[config.mk]
export PLATFORM = sky130hd
export DESIGN_NAME = ble_module_reply_line_sequencer
export DESIGN_NICKNAME = d
export VERILOG_FILES = /design/src/design/bles_pkg.sv /design/src/design/ble_module_reply_line_sequencer.sv /design/src/design/bles_line_ram.sv
export SDC_FILE = /design/constraint.sdc
export NUM_CORES = 1
export LEC_CHECK = 0
export BUFFER_PORTS_ARGS = -buffer_cell sky130_fd_sc_hd__buf_2
export CORE_MARGIN = 2
export CORE_UTILIZATION = 35
export CTS_CLUSTER_SIZE = 12
export DETAILED_ROUTE_END_ITERATION = 8
export PLACE_DENSITY_LB_ADDON = 0.3
export SYNTH_ARGS = -nofsm -noshare
export SYNTH_HDL_FRONTEND = slang
export SYNTH_SLANG_ARGS = --single-unit
[constraint.sdc]
create_clock -name i_clk -period 3.3 [get_ports i_clk]
set_clock_uncertainty 0.1 [all_clocks]
set_input_delay 0.66 -clock i_clk [delete_from_list [all_inputs] [get_ports i_clk]]
set_output_delay 0.66 -clock i_clk [all_outputs]
set_load 0.005 [all_outputs]
[src/design/bles_pkg.sv]
// shared constants, codes, reply texts and helpers for the reply line sequencer
package bles_pkg;

    // line store geometry
    localparam int LINE_DEPTH = 128;
    localparam int ADDR_W     = $clog2(LINE_DEPTH);

    // characters walked at a line end (longest text is "Connection End")
    localparam int SCAN_LEN = 14;
    localparam int IDX_W    = $clog2(SCAN_LEN);

    typedef enum logic [1:0] {
        OP_BYTE    = 2'd0,
        OP_OVERRUN = 2'd1,
        OP_INIT    = 2'd2,
        OP_RSVD    = 2'd3
    } t_op;

    typedef enum logic [1:0] {
        REP_NONE   = 2'd0,
        REP_CMD    = 2'd1,
        REP_AOK    = 2'd2,
        REP_REBOOT = 2'd3
    } t_reply;

    // command numbers
    localparam logic [3:0] CMD_NONE = 4'd0;
    localparam logic [3:0] CMD_R1   = 4'd1;
    localparam logic [3:0] CMD_SF   = 4'd2;
    localparam logic [3:0] CMD_SN   = 4'd3;
    localparam logic [3:0] CMD_SDR  = 4'd4;
    localparam logic [3:0] CMD_SS   = 4'd5;
    localparam logic [3:0] CMD_SR   = 4'd6;
    localparam logic [3:0] CMD_CUWC = 4'd7;
    localparam logic [3:0] CMD_CURV = 4'd8;

    // event codes
    localparam logic [2:0] EV_NONE      = 3'd0;
    localparam logic [2:0] EV_SET_TIME  = 3'd1;
    localparam logic [2:0] EV_LOCATING  = 3'd2;
    localparam logic [2:0] EV_ALERT_SMS = 3'd3;
    localparam logic [2:0] EV_CONNECTED = 3'd4;

    // link states
    localparam logic [3:0] LS_ERROR      = 4'd0;
    localparam logic [3:0] LS_START      = 4'd1;
    localparam logic [3:0] LS_INIT       = 4'd8;
    localparam logic [3:0] LS_CONNECTING = 4'd9;
    localparam logic [3:0] LS_CONNECTED  = 4'd10;

    localparam logic [7:0] CHAR_NL = 8'h0A;

    // line lengths that carry a time report, a locate and a notify
    localparam logic [ADDR_W-1:0] LEN_TIME   = ADDR_W'(24);
    localparam logic [ADDR_W-1:0] LEN_LOCATE = ADDR_W'(8);
    localparam logic [ADDR_W-1:0] LEN_NOTIFY = ADDR_W'(18);

    // positions of the time digits
    localparam logic [IDX_W-1:0] POS_HR_HI = IDX_W'(10);
    localparam logic [IDX_W-1:0] POS_HR_LO = IDX_W'(11);
    localparam logic [IDX_W-1:0] POS_MN_HI = IDX_W'(12);
    localparam logic [IDX_W-1:0] POS_MN_LO = IDX_W'(13);
    localparam logic [IDX_W-1:0] LAST_IDX  = IDX_W'(SCAN_LEN - 1);

    // reply texts
    localparam int NPAT       = 8;
    localparam int PAT_R      = 0;
    localparam int PAT_NOTIFY = 1;
    localparam int PAT_ERR    = 2;
    localparam int PAT_CMD    = 3;
    localparam int PAT_AOK    = 4;
    localparam int PAT_REBOOT = 5;
    localparam int PAT_CONEND = 6;
    localparam int PAT_CONN   = 7;

    localparam logic [IDX_W-1:0] PAT_LEN [NPAT] = '{
        IDX_W'(2), IDX_W'(7), IDX_W'(3), IDX_W'(3),
        IDX_W'(3), IDX_W'(6), IDX_W'(14), IDX_W'(9)
    };

    localparam logic [7:0] PAT_TXT [NPAT][SCAN_LEN] = '{
        '{"R", ",", 8'h0, 8'h0, 8'h0, 8'h0, 8'h0,
          8'h0, 8'h0, 8'h0, 8'h0, 8'h0, 8'h0, 8'h0},
        '{"N", "o", "t", "i", "f", "y", ",",
          8'h0, 8'h0, 8'h0, 8'h0, 8'h0, 8'h0, 8'h0},
        '{"E", "R", "R", 8'h0, 8'h0, 8'h0, 8'h0,
          8'h0, 8'h0, 8'h0, 8'h0, 8'h0, 8'h0, 8'h0},
        '{"C", "M", "D", 8'h0, 8'h0, 8'h0, 8'h0,
          8'h0, 8'h0, 8'h0, 8'h0, 8'h0, 8'h0, 8'h0},
        '{"A", "O", "K", 8'h0, 8'h0, 8'h0, 8'h0,
          8'h0, 8'h0, 8'h0, 8'h0, 8'h0, 8'h0, 8'h0},
        '{"R", "e", "b", "o", "o", "t", 8'h0,
          8'h0, 8'h0, 8'h0, 8'h0, 8'h0, 8'h0, 8'h0},
        '{"C", "o", "n", "n", "e", "c", "t",
          "i", "o", "n", " ", "E", "n", "d"},
        '{"C", "o", "n", "n", "e", "c", "t",
          "e", "d", 8'h0, 8'h0, 8'h0, 8'h0, 8'h0}
    };

    // ascii hex digit to value, modulo 256
    function automatic logic [7:0] hex_val(input logic [7:0] c);
        logic [7:0] v;
        if (c > 8'h39) begin
            v = c - 8'h37;
        end else begin
            v = c - 8'h30;
        end
        return v;
    endfunction

endpackage

[src/design/ble_module_reply_line_sequencer.sv]
// top level: collects reply lines and runs the setup and classify sequencer
//
//  channel  | handshake                  | payload
//  ---------+----------------------------+-----------------------------------------
//  input    | i_in_valid / o_in_ready    | i_op, i_rx_byte
//  output   | o_out_valid / i_out_ready  | o_command_id, o_event_code, o_hour_value,
//           |                            | o_minute_value, o_link_state_out
//
// a byte, overrun or initialize item gives its result in the cycle after accept
// a newline walks the first 14 stored characters through the single read port of
// the line store and one character compare stage, then passes S_DRAIN and S_DECIDE
// o_in_ready is high only when idle and the output register is empty
// i_rst_n is synchronous; the line store contents are not cleared
module ble_module_reply_line_sequencer
    import bles_pkg::*;
(
    input  logic       i_clk,
    input  logic       i_rst_n,
    input  logic       i_in_valid,
    output logic       o_in_ready,
    input  logic [1:0] i_op,
    input  logic [7:0] i_rx_byte,
    output logic       o_out_valid,
    input  logic       i_out_ready,
    output logic [3:0] o_command_id,
    output logic [2:0] o_event_code,
    output logic [7:0] o_hour_value,
    output logic [7:0] o_minute_value,
    output logic [3:0] o_link_state_out
);

    typedef enum logic [1:0] {
        S_IDLE,
        S_SCAN,
        S_DRAIN,
        S_DECIDE
    } t_state;

    t_state            r_state;
    logic [ADDR_W-1:0] r_len;
    logic [3:0]        r_link;
    t_reply            r_exp;
    logic              r_out_valid;
    logic [3:0]        r_cmd;
    logic [2:0]        r_ev;
    logic [7:0]        r_hr;
    logic [7:0]        r_mn;
    logic [IDX_W-1:0]  r_idx;
    logic [IDX_W-1:0]  r_cmp_idx;
    logic              r_cmp_on;
    logic [NPAT-1:0]   r_flag;
    logic [3:0]        r_hr_hi;
    logic [7:0]        r_hr_lo;
    logic [3:0]        r_mn_hi;
    logic [7:0]        r_mn_lo;

    logic              in_acc;
    logic              wr_en;
    logic [7:0]        rd_data;
    logic [7:0]        dig;
    logic [NPAT-1:0]   n_flag;
    logic [NPAT-1:0]   match;
    logic              reply_ok;
    logic [3:0]        n_link;
    t_reply            n_exp;
    logic [3:0]        n_cmd;
    logic [2:0]        n_ev;
    logic [7:0]        n_hr;
    logic [7:0]        n_mn;

    assign o_in_ready = (r_state == S_IDLE) && !r_out_valid;
    assign in_acc     = i_in_valid && o_in_ready;
    assign wr_en      = in_acc && (t_op'(i_op) == OP_BYTE) && (i_rx_byte != CHAR_NL);

    bles_line_ram u_ram (
        .i_clk     (i_clk),
        .i_wr_en   (wr_en),
        .i_wr_addr (r_len),
        .i_wr_data (i_rx_byte),
        .i_rd_addr (ADDR_W'(r_idx)),
        .o_rd_data (rd_data)
    );

    // character compare stage: one stored character against every reply text
    always_comb begin
        n_flag = r_flag;
        for (int p = 0; p < NPAT; p++) begin
            if ((r_cmp_idx < PAT_LEN[p]) && (rd_data != PAT_TXT[p][r_cmp_idx])) begin
                n_flag[p] = 1'b0;
            end
        end
    end

    assign dig = hex_val(rd_data);

    // a text matches only if the line is longer than it
    always_comb begin
        for (int p = 0; p < NPAT; p++) begin
            match[p] = r_flag[p] && (r_len > ADDR_W'(PAT_LEN[p]));
        end
    end

    always_comb begin
        case (r_exp)
            REP_CMD:    reply_ok = match[PAT_CMD];
            REP_AOK:    reply_ok = match[PAT_AOK];
            REP_REBOOT: reply_ok = match[PAT_REBOOT];
            default:    reply_ok = 1'b1;
        endcase
    end

    // line end decision
    always_comb begin
        n_link = r_link;
        n_exp  = r_exp;
        n_cmd  = CMD_NONE;
        n_ev   = EV_NONE;
        n_hr   = 8'h00;
        n_mn   = 8'h00;
        if (!reply_ok) begin
            n_link = LS_ERROR;
            n_exp  = REP_REBOOT;
            n_cmd  = CMD_R1;
        end else if (r_link <= LS_INIT) begin
            // setup sequence
            n_link = r_link + 4'd1;
            case (r_link)
                4'd0: n_exp = REP_CMD;
                4'd1: begin
                    n_exp = REP_AOK;
                    n_cmd = CMD_SF;
                end
                4'd2: n_cmd = CMD_SN;
                4'd3: n_cmd = CMD_SDR;
                4'd4: n_cmd = CMD_SS;
                4'd5: n_cmd = CMD_SR;
                4'd6: begin
                    n_exp = REP_REBOOT;
                    n_cmd = CMD_R1;
                end
                4'd7: n_exp = REP_CMD;
                default: n_exp = REP_NONE;
            endcase
        end else begin
            // classify once set up
            n_exp = REP_NONE;
            if (match[PAT_R]) begin
                if (r_len == LEN_TIME) begin
                    n_hr = {r_hr_hi, 4'h0} + r_hr_lo;
                    n_mn = {r_mn_hi, 4'h0} + r_mn_lo;
                    n_ev = EV_SET_TIME;
                end else if (r_len == LEN_LOCATE) begin
                    n_ev = EV_LOCATING;
                end
            end else if (match[PAT_NOTIFY]) begin
                if (r_len == LEN_NOTIFY) begin
                    n_ev = EV_ALERT_SMS;
                end
            end else if (match[PAT_ERR]) begin
                n_link = LS_ERROR;
                n_exp  = REP_REBOOT;
                n_cmd  = CMD_R1;
            end else if (match[PAT_CMD]) begin
                n_link = r_link;
            end else if (match[PAT_AOK]) begin
                if (r_link == LS_CONNECTING) begin
                    n_link = LS_CONNECTED;
                    n_ev   = EV_CONNECTED;
                    n_cmd  = CMD_CURV;
                end
            end else if (match[PAT_CONEND]) begin
                n_link = LS_INIT;
            end else if (match[PAT_CONN]) begin
                n_link = LS_CONNECTING;
                n_exp  = REP_AOK;
                n_cmd  = CMD_CUWC;
            end
        end
    end

    // sequencer, line state and output register
    always_ff @(posedge i_clk) begin
        if (!i_rst_n) begin
            r_state     <= S_IDLE;
            r_len       <= '0;
            r_link      <= LS_START;
            r_exp       <= REP_CMD;
            r_out_valid <= 1'b0;
            r_cmp_on    <= 1'b0;
        end else begin
            if (r_out_valid && i_out_ready) begin
                r_out_valid <= 1'b0;
            end
            case (r_state)
                S_IDLE: begin
                    if (in_acc) begin
                        r_cmd <= CMD_NONE;
                        r_ev  <= EV_NONE;
                        r_hr  <= 8'h00;
                        r_mn  <= 8'h00;
                        case (t_op'(i_op))
                            OP_INIT: begin
                                r_len       <= '0;
                                r_link      <= LS_START;
                                r_exp       <= REP_CMD;
                                r_out_valid <= 1'b1;
                            end
                            OP_BYTE: begin
                                if (i_rx_byte == CHAR_NL) begin
                                    r_state  <= S_SCAN;
                                    r_idx    <= '0;
                                    r_cmp_on <= 1'b0;
                                    r_flag   <= '1;
                                end else begin
                                    if (r_len == ADDR_W'(LINE_DEPTH - 1)) begin
                                        r_len <= '0;
                                    end else begin
                                        r_len <= r_len + 1'b1;
                                    end
                                    r_out_valid <= 1'b1;
                                end
                            end
                            default: r_out_valid <= 1'b1;
                        endcase
                    end
                end
                S_SCAN: begin
                    r_cmp_on  <= 1'b1;
                    r_cmp_idx <= r_idx;
                    if (r_idx == LAST_IDX) begin
                        r_state <= S_DRAIN;
                    end else begin
                        r_idx <= r_idx + 1'b1;
                    end
                end
                S_DRAIN: begin
                    r_cmp_on <= 1'b0;
                    r_state  <= S_DECIDE;
                end
                S_DECIDE: begin
                    r_link      <= n_link;
                    r_exp       <= n_exp;
                    r_cmd       <= n_cmd;
                    r_ev        <= n_ev;
                    r_hr        <= n_hr;
                    r_mn        <= n_mn;
                    r_len       <= '0;
                    r_out_valid <= 1'b1;
                    r_state     <= S_IDLE;
                end
                default: r_state <= S_IDLE;
            endcase
            // fold in the character from the registered read, addressed by r_cmp_idx
            if (r_cmp_on) begin
                r_flag <= n_flag;
                if (r_cmp_idx == POS_HR_HI) begin
                    r_hr_hi <= dig[3:0];
                end
                if (r_cmp_idx == POS_HR_LO) begin
                    r_hr_lo <= dig;
                end
                if (r_cmp_idx == POS_MN_HI) begin
                    r_mn_hi <= dig[3:0];
                end
                if (r_cmp_idx == POS_MN_LO) begin
                    r_mn_lo <= dig;
                end
            end
        end
    end

    assign o_out_valid      = r_out_valid;
    assign o_command_id     = r_cmd;
    assign o_event_code     = r_ev;
    assign o_hour_value     = r_hr;
    assign o_minute_value   = r_mn;
    assign o_link_state_out = r_link;

endmodule

[src/design/bles_line_ram.sv]
// line store: one write port, one registered read port
module bles_line_ram
    import bles_pkg::*;
(
    input  logic              i_clk,
    input  logic              i_wr_en,
    input  logic [ADDR_W-1:0] i_wr_addr,
    input  logic [7:0]        i_wr_data,
    input  logic [ADDR_W-1:0] i_rd_addr,
    output logic [7:0]        o_rd_data
);

    logic [7:0] r_mem [LINE_DEPTH];
    logic [7:0] r_rd_data;

    // write port
    always_ff @(posedge i_clk) begin
        if (i_wr_en) begin
            r_mem[i_wr_addr] <= i_wr_data;
        end
    end

    // registered read
    always_ff @(posedge i_clk) begin
        r_rd_data <= r_mem[i_rd_addr];
    end

    assign o_rd_data = r_rd_data;

endmodule

* Yosys cells after proc, flatten, opt, wreduce, memory -nomap -nowiden *
Memories as Yosys holds them, arrays and structs flattened. A register that Yosys moved wholly into a read port is not among the register bits.
Index checks and enable logic that the tools add are counted.

word-level totals
  bits in registers = 80
  RAM bits = 1024
  bits in read-only memories = 1024
  input bits = 14
  output and inout port bits = 29
  word-level logic and storage cells = 286
  memories = 9

memory list
  name             depth  bits a word  rd ports  clocked after memory_dff  write ports  line                                   source
  u_ram.r_mem      128    8            1         1                         1            bles_line_ram.sv:13                    logic [7:0] r_mem [LINE_DEPTH];
  (no name shown)  16     8            1         0                         0            ble_module_reply_line_sequencer.sv:88  if ((r_cmp_idx < PAT_LEN[p]) && (rd_data != PAT_TXT[p][r_cmp_idx])) begin
  (no name shown)  16     8            1         0                         0            ble_module_reply_line_sequencer.sv:88
  (no name shown)  16     8            1         0                         0            ble_module_reply_line_sequencer.sv:88
  (no name shown)  16     8            1         0                         0            ble_module_reply_line_sequencer.sv:88
  (no name shown)  16     8            1         0                         0            ble_module_reply_line_sequencer.sv:88
  3 more memories  n/a    n/a          n/a       n/a                       n/a          n/a

cells by class
  add/subtract/negate cells = 7
  order comparisons = 15
  equality and inequality tests = 56
  mux-type cells = 120
  bitwise gates (word level) = 1
  reductions and logical operators = 54

operator list
  cell                   count
  $mux W8                31
  $mux W4                25
  $ne A8 B8 Y1           8
  $reduce_and A6 Y1      9
  $mux W2                18
  $mux W3                11
  $pmux W8 S2            2
  $pmux W7 S2            2
  $eq A4 B4 Y1 const B   6
  $pmux W4 S2            3
  $ne A2 B1 Y1 const B   11
  $logic_and A1 B1 Y1    21
  $mux W7                3
  $pmux W3 S6            1
  $mux W1                17
  $add A8 B8 Y8          2
  $eq A4 B3 Y1 const B   4
  $pmux W2 S4            2
  $reduce_and A4 Y1      4
  $sub A8 B6 Y8 const B  2
  $reduce_and A3 Y1      5
  $eq A7 B5 Y1 const B   2
  $gt A7 B2 Y1 const B   2
  $gt A7 B3 Y1 const B   2
  38 further kinds       60

* Depth between registers and ports, before layout *
  depth after elaboration = 12
  depth in mapped cells = 10
  gate-level depth less buffers = 8

* Hierarchy *
A second synthesis with hierarchy kept.

second synthesis, totals
  cells, all modules = 2187
  area total of the unflattened synthesis = 44913.1 µm²

modules (own cells, without submodules)
  module                           times used  cells an instance  area an instance (µm²)
  bles_line_ram                    1           1635               39665.5
  ble_module_reply_line_sequencer  1           552                5247.5

* Worst setup path after synthesis *
OpenSTA, ideal clock, no wires.

  path kind = register -> register
  start = register r_len[3]
  end = register r_hr[0] (netlist: o_hour_value[0]), data pin
  library setup time = 0.255 ns
  arrival time = 2.182 ns
  slack = 0.764 ns
  cell stages (with the launch flop) = 9
  cell sequence = dfxtp_1 -> or4_1 -> buf_2 -> o311ai_1 -> o221ai_1 -> o21ai_0 -> buf_2 -> nor3_1 -> and2_1

between the ends
  cells in the longest elaborated chain, start to end = 6
  elaborated cells between the ends (all ways) = 14
  classes of those cells = 3 x order compare; 1 x eq/ne; 6 x mux; 4 x reduce/logical

ends and longest elaborated chain
  item                                                   line                                                                           source
  from (decl)                                            ble_module_reply_line_sequencer.sv:40                                          logic [ADDR_W-1:0] r_len;
  from (signal assigned)                                 ble_module_reply_line_sequencer.sv:218                                         r_len <= r_len + 1'b1;
  $gt A7 B2 Y1 / $eq A7 B5 Y1 (equally long branches)    ble_module_reply_line_sequencer.sv:99, ble_module_reply_line_sequencer.sv:148
  $logic_and A1 B1 Y1 / $mux W8 (equally long branches)  ble_module_reply_line_sequencer.sv:99, ble_module_reply_line_sequencer.sv:148
  $mux W8                                                ble_module_reply_line_sequencer.sv:147                                         if (match[PAT_R]) begin
  $mux W8                                                ble_module_reply_line_sequencer.sv:124                                         end else if (r_link <= LS_INIT) begin
  $mux W8 *                                              ble_module_reply_line_sequencer.sv:120                                         if (!reply_ok) begin
  $pmux W8 S2 *                                          ble_module_reply_line_sequencer.sv:194                                         case (r_state)
  to (signal assigned)                                   ble_module_reply_line_sequencer.sv:245                                         r_hr <= n_hr;
  to (decl)                                              ble_module_reply_line_sequencer.sv:46                                          logic [7:0] r_hr;

Mark *: on every way between the ends. The rest lies on a longest branch, timed or not.
A chain may end at the register's enable or synchronous reset.

* Final worst setup path *
  start = register r_len[3]
  end = register r_hr[4] (netlist: o_hour_value[4]), data pin

Same word-level chain as after synthesis.

==> results.cfg <==
[outcome]
status = complete, no violations

[clocking]
cts_made_buffers = 24
clock_path_buffers = 3
cts.clk_slew.worst_paths_ns = 0.06
clk_latency_ns = 0.53
postCtsSetupBuffers = 0
cts_root_buf = clkbuf_16
cts_resized = 0
htreeDepth = 1
cts_tree = built
ctsHoldBuffers = 0
clkSinkCount = 215

[floorplanning]
die_area_um2 = 30900
fp.dieH_um = 176
core_um2 = 28900
row_count = 62
start_util = 0.358
ios = 43
fp.dieW_um = 176

[route]
drc = 0
ant_nets = 0
avgRoutedWirePerCell_um = 18.2
drt-pass1-iter-count = 5
drt_iter0_drc = 572
viasPerCell = 5.23
drt_wl_total_um = 22600
route.vias.total = 6493

[synthesis]
synth_seq_cells = 215
syn_avg_cell_area_um2 = 13.4
synth-edff-count = 190
synth_flop_cell = edfxtp_1
netlist_instances = 773
synthArstFlopShare = 0
synth_area_um2 = 10300
synth_nets = 820
synth_warnings = 0
seq_area_frac_synth = 0.601
yosysUniqueCellTypes = 69

[sta]
hold_violations = 0
maxClockFrequency_mhz = 340
maxSlewViolCount = 0
grt_setup_unrepaired = false
worst_pin_slew_ns = 0.865
fin_crit_sh = 0.891
final.setup.tns_ns = 0
max_slew_margin = 0.416
setup_violations = 0
fin_hold_ws_ns = 0.332
finalCriticalPeriod_ns = 2.94

[power_and_ir_drop]
p_comb_frac = 0.128
p_int_mw = 5.11
power_frac_clock = 0.397
p_leak_nw = 4.16
p_sw_mw = 1.67
power.density_nw_per_um2 = 564
max-vdd-ir-drop_v = 0.000422
switching_share = 0.246
seq_power_share = 0.474

[grt]
grt_pass1_wl_um = 35900
grt_max_degree = 38
grt_use_total = 0.148
grt-ovfl-total = 0
antenna_found_initial = 0
grt_pass1_vias = 6266

[place]
hpwl_um = 15700
gp_congestion = 0.818
dp_cells = 1198
io_buffers = 42

[setup_path]
crit_path_max_fanout = 10
cp.arrival_ns = 3.13
crit_path_end_kind = flip-flop
critPathLaunchType = flip-flop
r2r_cells = 6
worstPathRequired_ns = 3.48
crit_type = flip-flop to flip-flop

[cells_and_area]
area_delta_synth_final_pct = 16.4
fill_cells = 2675
instances_no_fill = 1241
layout_common_cells = 190 x edfxtp_1, 50 x nor2_1, 44 x buf_4, 42 x nand2_1, 42 x buf_2
num_antenna_cells = 0
final_common_cell = edfxtp_1
layout.nets = 887
drive_above_1_share = 0.202
fin_util = 0.416

[hold_path]
hold-path-cell-count = 3
hold_class = input port to flip-flop

[run]
drv_cap = 0
-- cells by family after synthesis --
group | share of synthesized area
flip-flops | 0.601
AO/OA/AOI/OAI | 0.0947
multiplexers | 0.0942
AND/OR/NAND/NOR | 0.108
XOR/XNOR | 0.0322
adder cells (fa/ha/maj) | 0.0414
buffers and inverters | 0.0291
-- synthesized netlist by cell type, drive strengths merged, types with 4 or more instances --
master    n  area share
a211oi    7      0.0051
a21o      6      0.0044
a21oi    41       0.020
a31oi    11      0.0067
and2     16      0.0097
and3      7      0.0042
buf       9      0.0039
clkbuf   38       0.014
clkinv    4      0.0015
dfxtp    25       0.048
edfxtp  190        0.55
ha       31       0.038
inv      27      0.0098
mux2i     5      0.0048
mux4     40       0.087
nand2    42       0.015
nand2b   12      0.0073
nand3    18      0.0087
nand3b    5      0.0036
nand4     4      0.0024
nand4b    5      0.0042
nor2     50       0.018
nor2b    10      0.0061
nor3     16      0.0078
nor4      6      0.0036
o211ai    7      0.0051
o21ai    28       0.014
o21bai    4      0.0029
o22ai     7      0.0042
o31ai     6      0.0044
or2       5      0.0030
or4       4      0.0029
xnor2    29       0.025
xor2      9      0.0076
-- power groups by stage --
stage	clock network, mW	logic, mW	registers (mW)
6_report	2.69	0.870	3.21
5_1_grt	2.87	0.967	3.23
4_1_cts	2.75	0.878	3.21
3_5_place_dp	0	0.875	3.27
3_3_place_gp	0	0.868	3.27
2_1_floorplan	0	0.630	3.20
-- worst paths after layout --
kind,endpoint,slack [ns],start
worst min-delay path,o_out_valid,0.33,i_out_ready
worst max-delay path,o_hour_value[4],0.36,r_len[3]
worst max register to register,o_hour_value[4],0.36,r_len[3]
worst min register to register,r_state[1],0.41,r_state[1]
-- metal layers --
| layer | vias to the layer above | GRT usage | wire length (µm) |
|---|---|---|---|
| met2 | 182 | 0.240 | 10600 |
| met1 | 3179 | 0.206 | 10200 |
| met4 | 0 | 0.0386 | 505 |
| met5 | - | 0 | 0 |
| li1 | 3084 | - | - |
| met3 | 48 | 0.0268 | 1290 |
-- area by class of cell --
class,instances,area (µm²),area share
well taps,384,480,0.0400
inverters,31,116,0.00968
clock inverters,9,148,0.0123
flip-flops and latches,215,6210,0.516
clock buffers,34,658,0.0548
repair buffers,88,581,0.0483
multi-input cells,480,3830,0.319
-- state kept, by name, summed over array words and instances, names as in the netlist, 7 cells and up --
signal,cells
o_hour_value,8
o_minute_value,8
r_flag,8
r_hr_lo,8
r_len,7
r_mn_lo,8
u_ram.o_rd_data,8
u_ram.r_mem,128
-- stage by stage --
stage	setup slack [ns]	power, mW	instance area [µm²]
2_1_floorplan	0.764	3.83	10300
3_3_place_gp	0.259	4.14	11200
3_5_place_dp	0.260	4.15	11200
4_1_cts	0.390	6.84	12000
5_1_grt	0.104	7.06	12000
6_report	0.358	6.77	12000
-- worst max-delay path: stages, from the launching register on --
cell and delay (ns):
dfxtp_1 0.38, or4_1 0.70, o311ai_1 0.38, o221ai_1 0.22
o21ai_0 0.46, nor3_1 0.24, and2_1 0.22
Note: power is estimated with default switching activity, not from simulation.
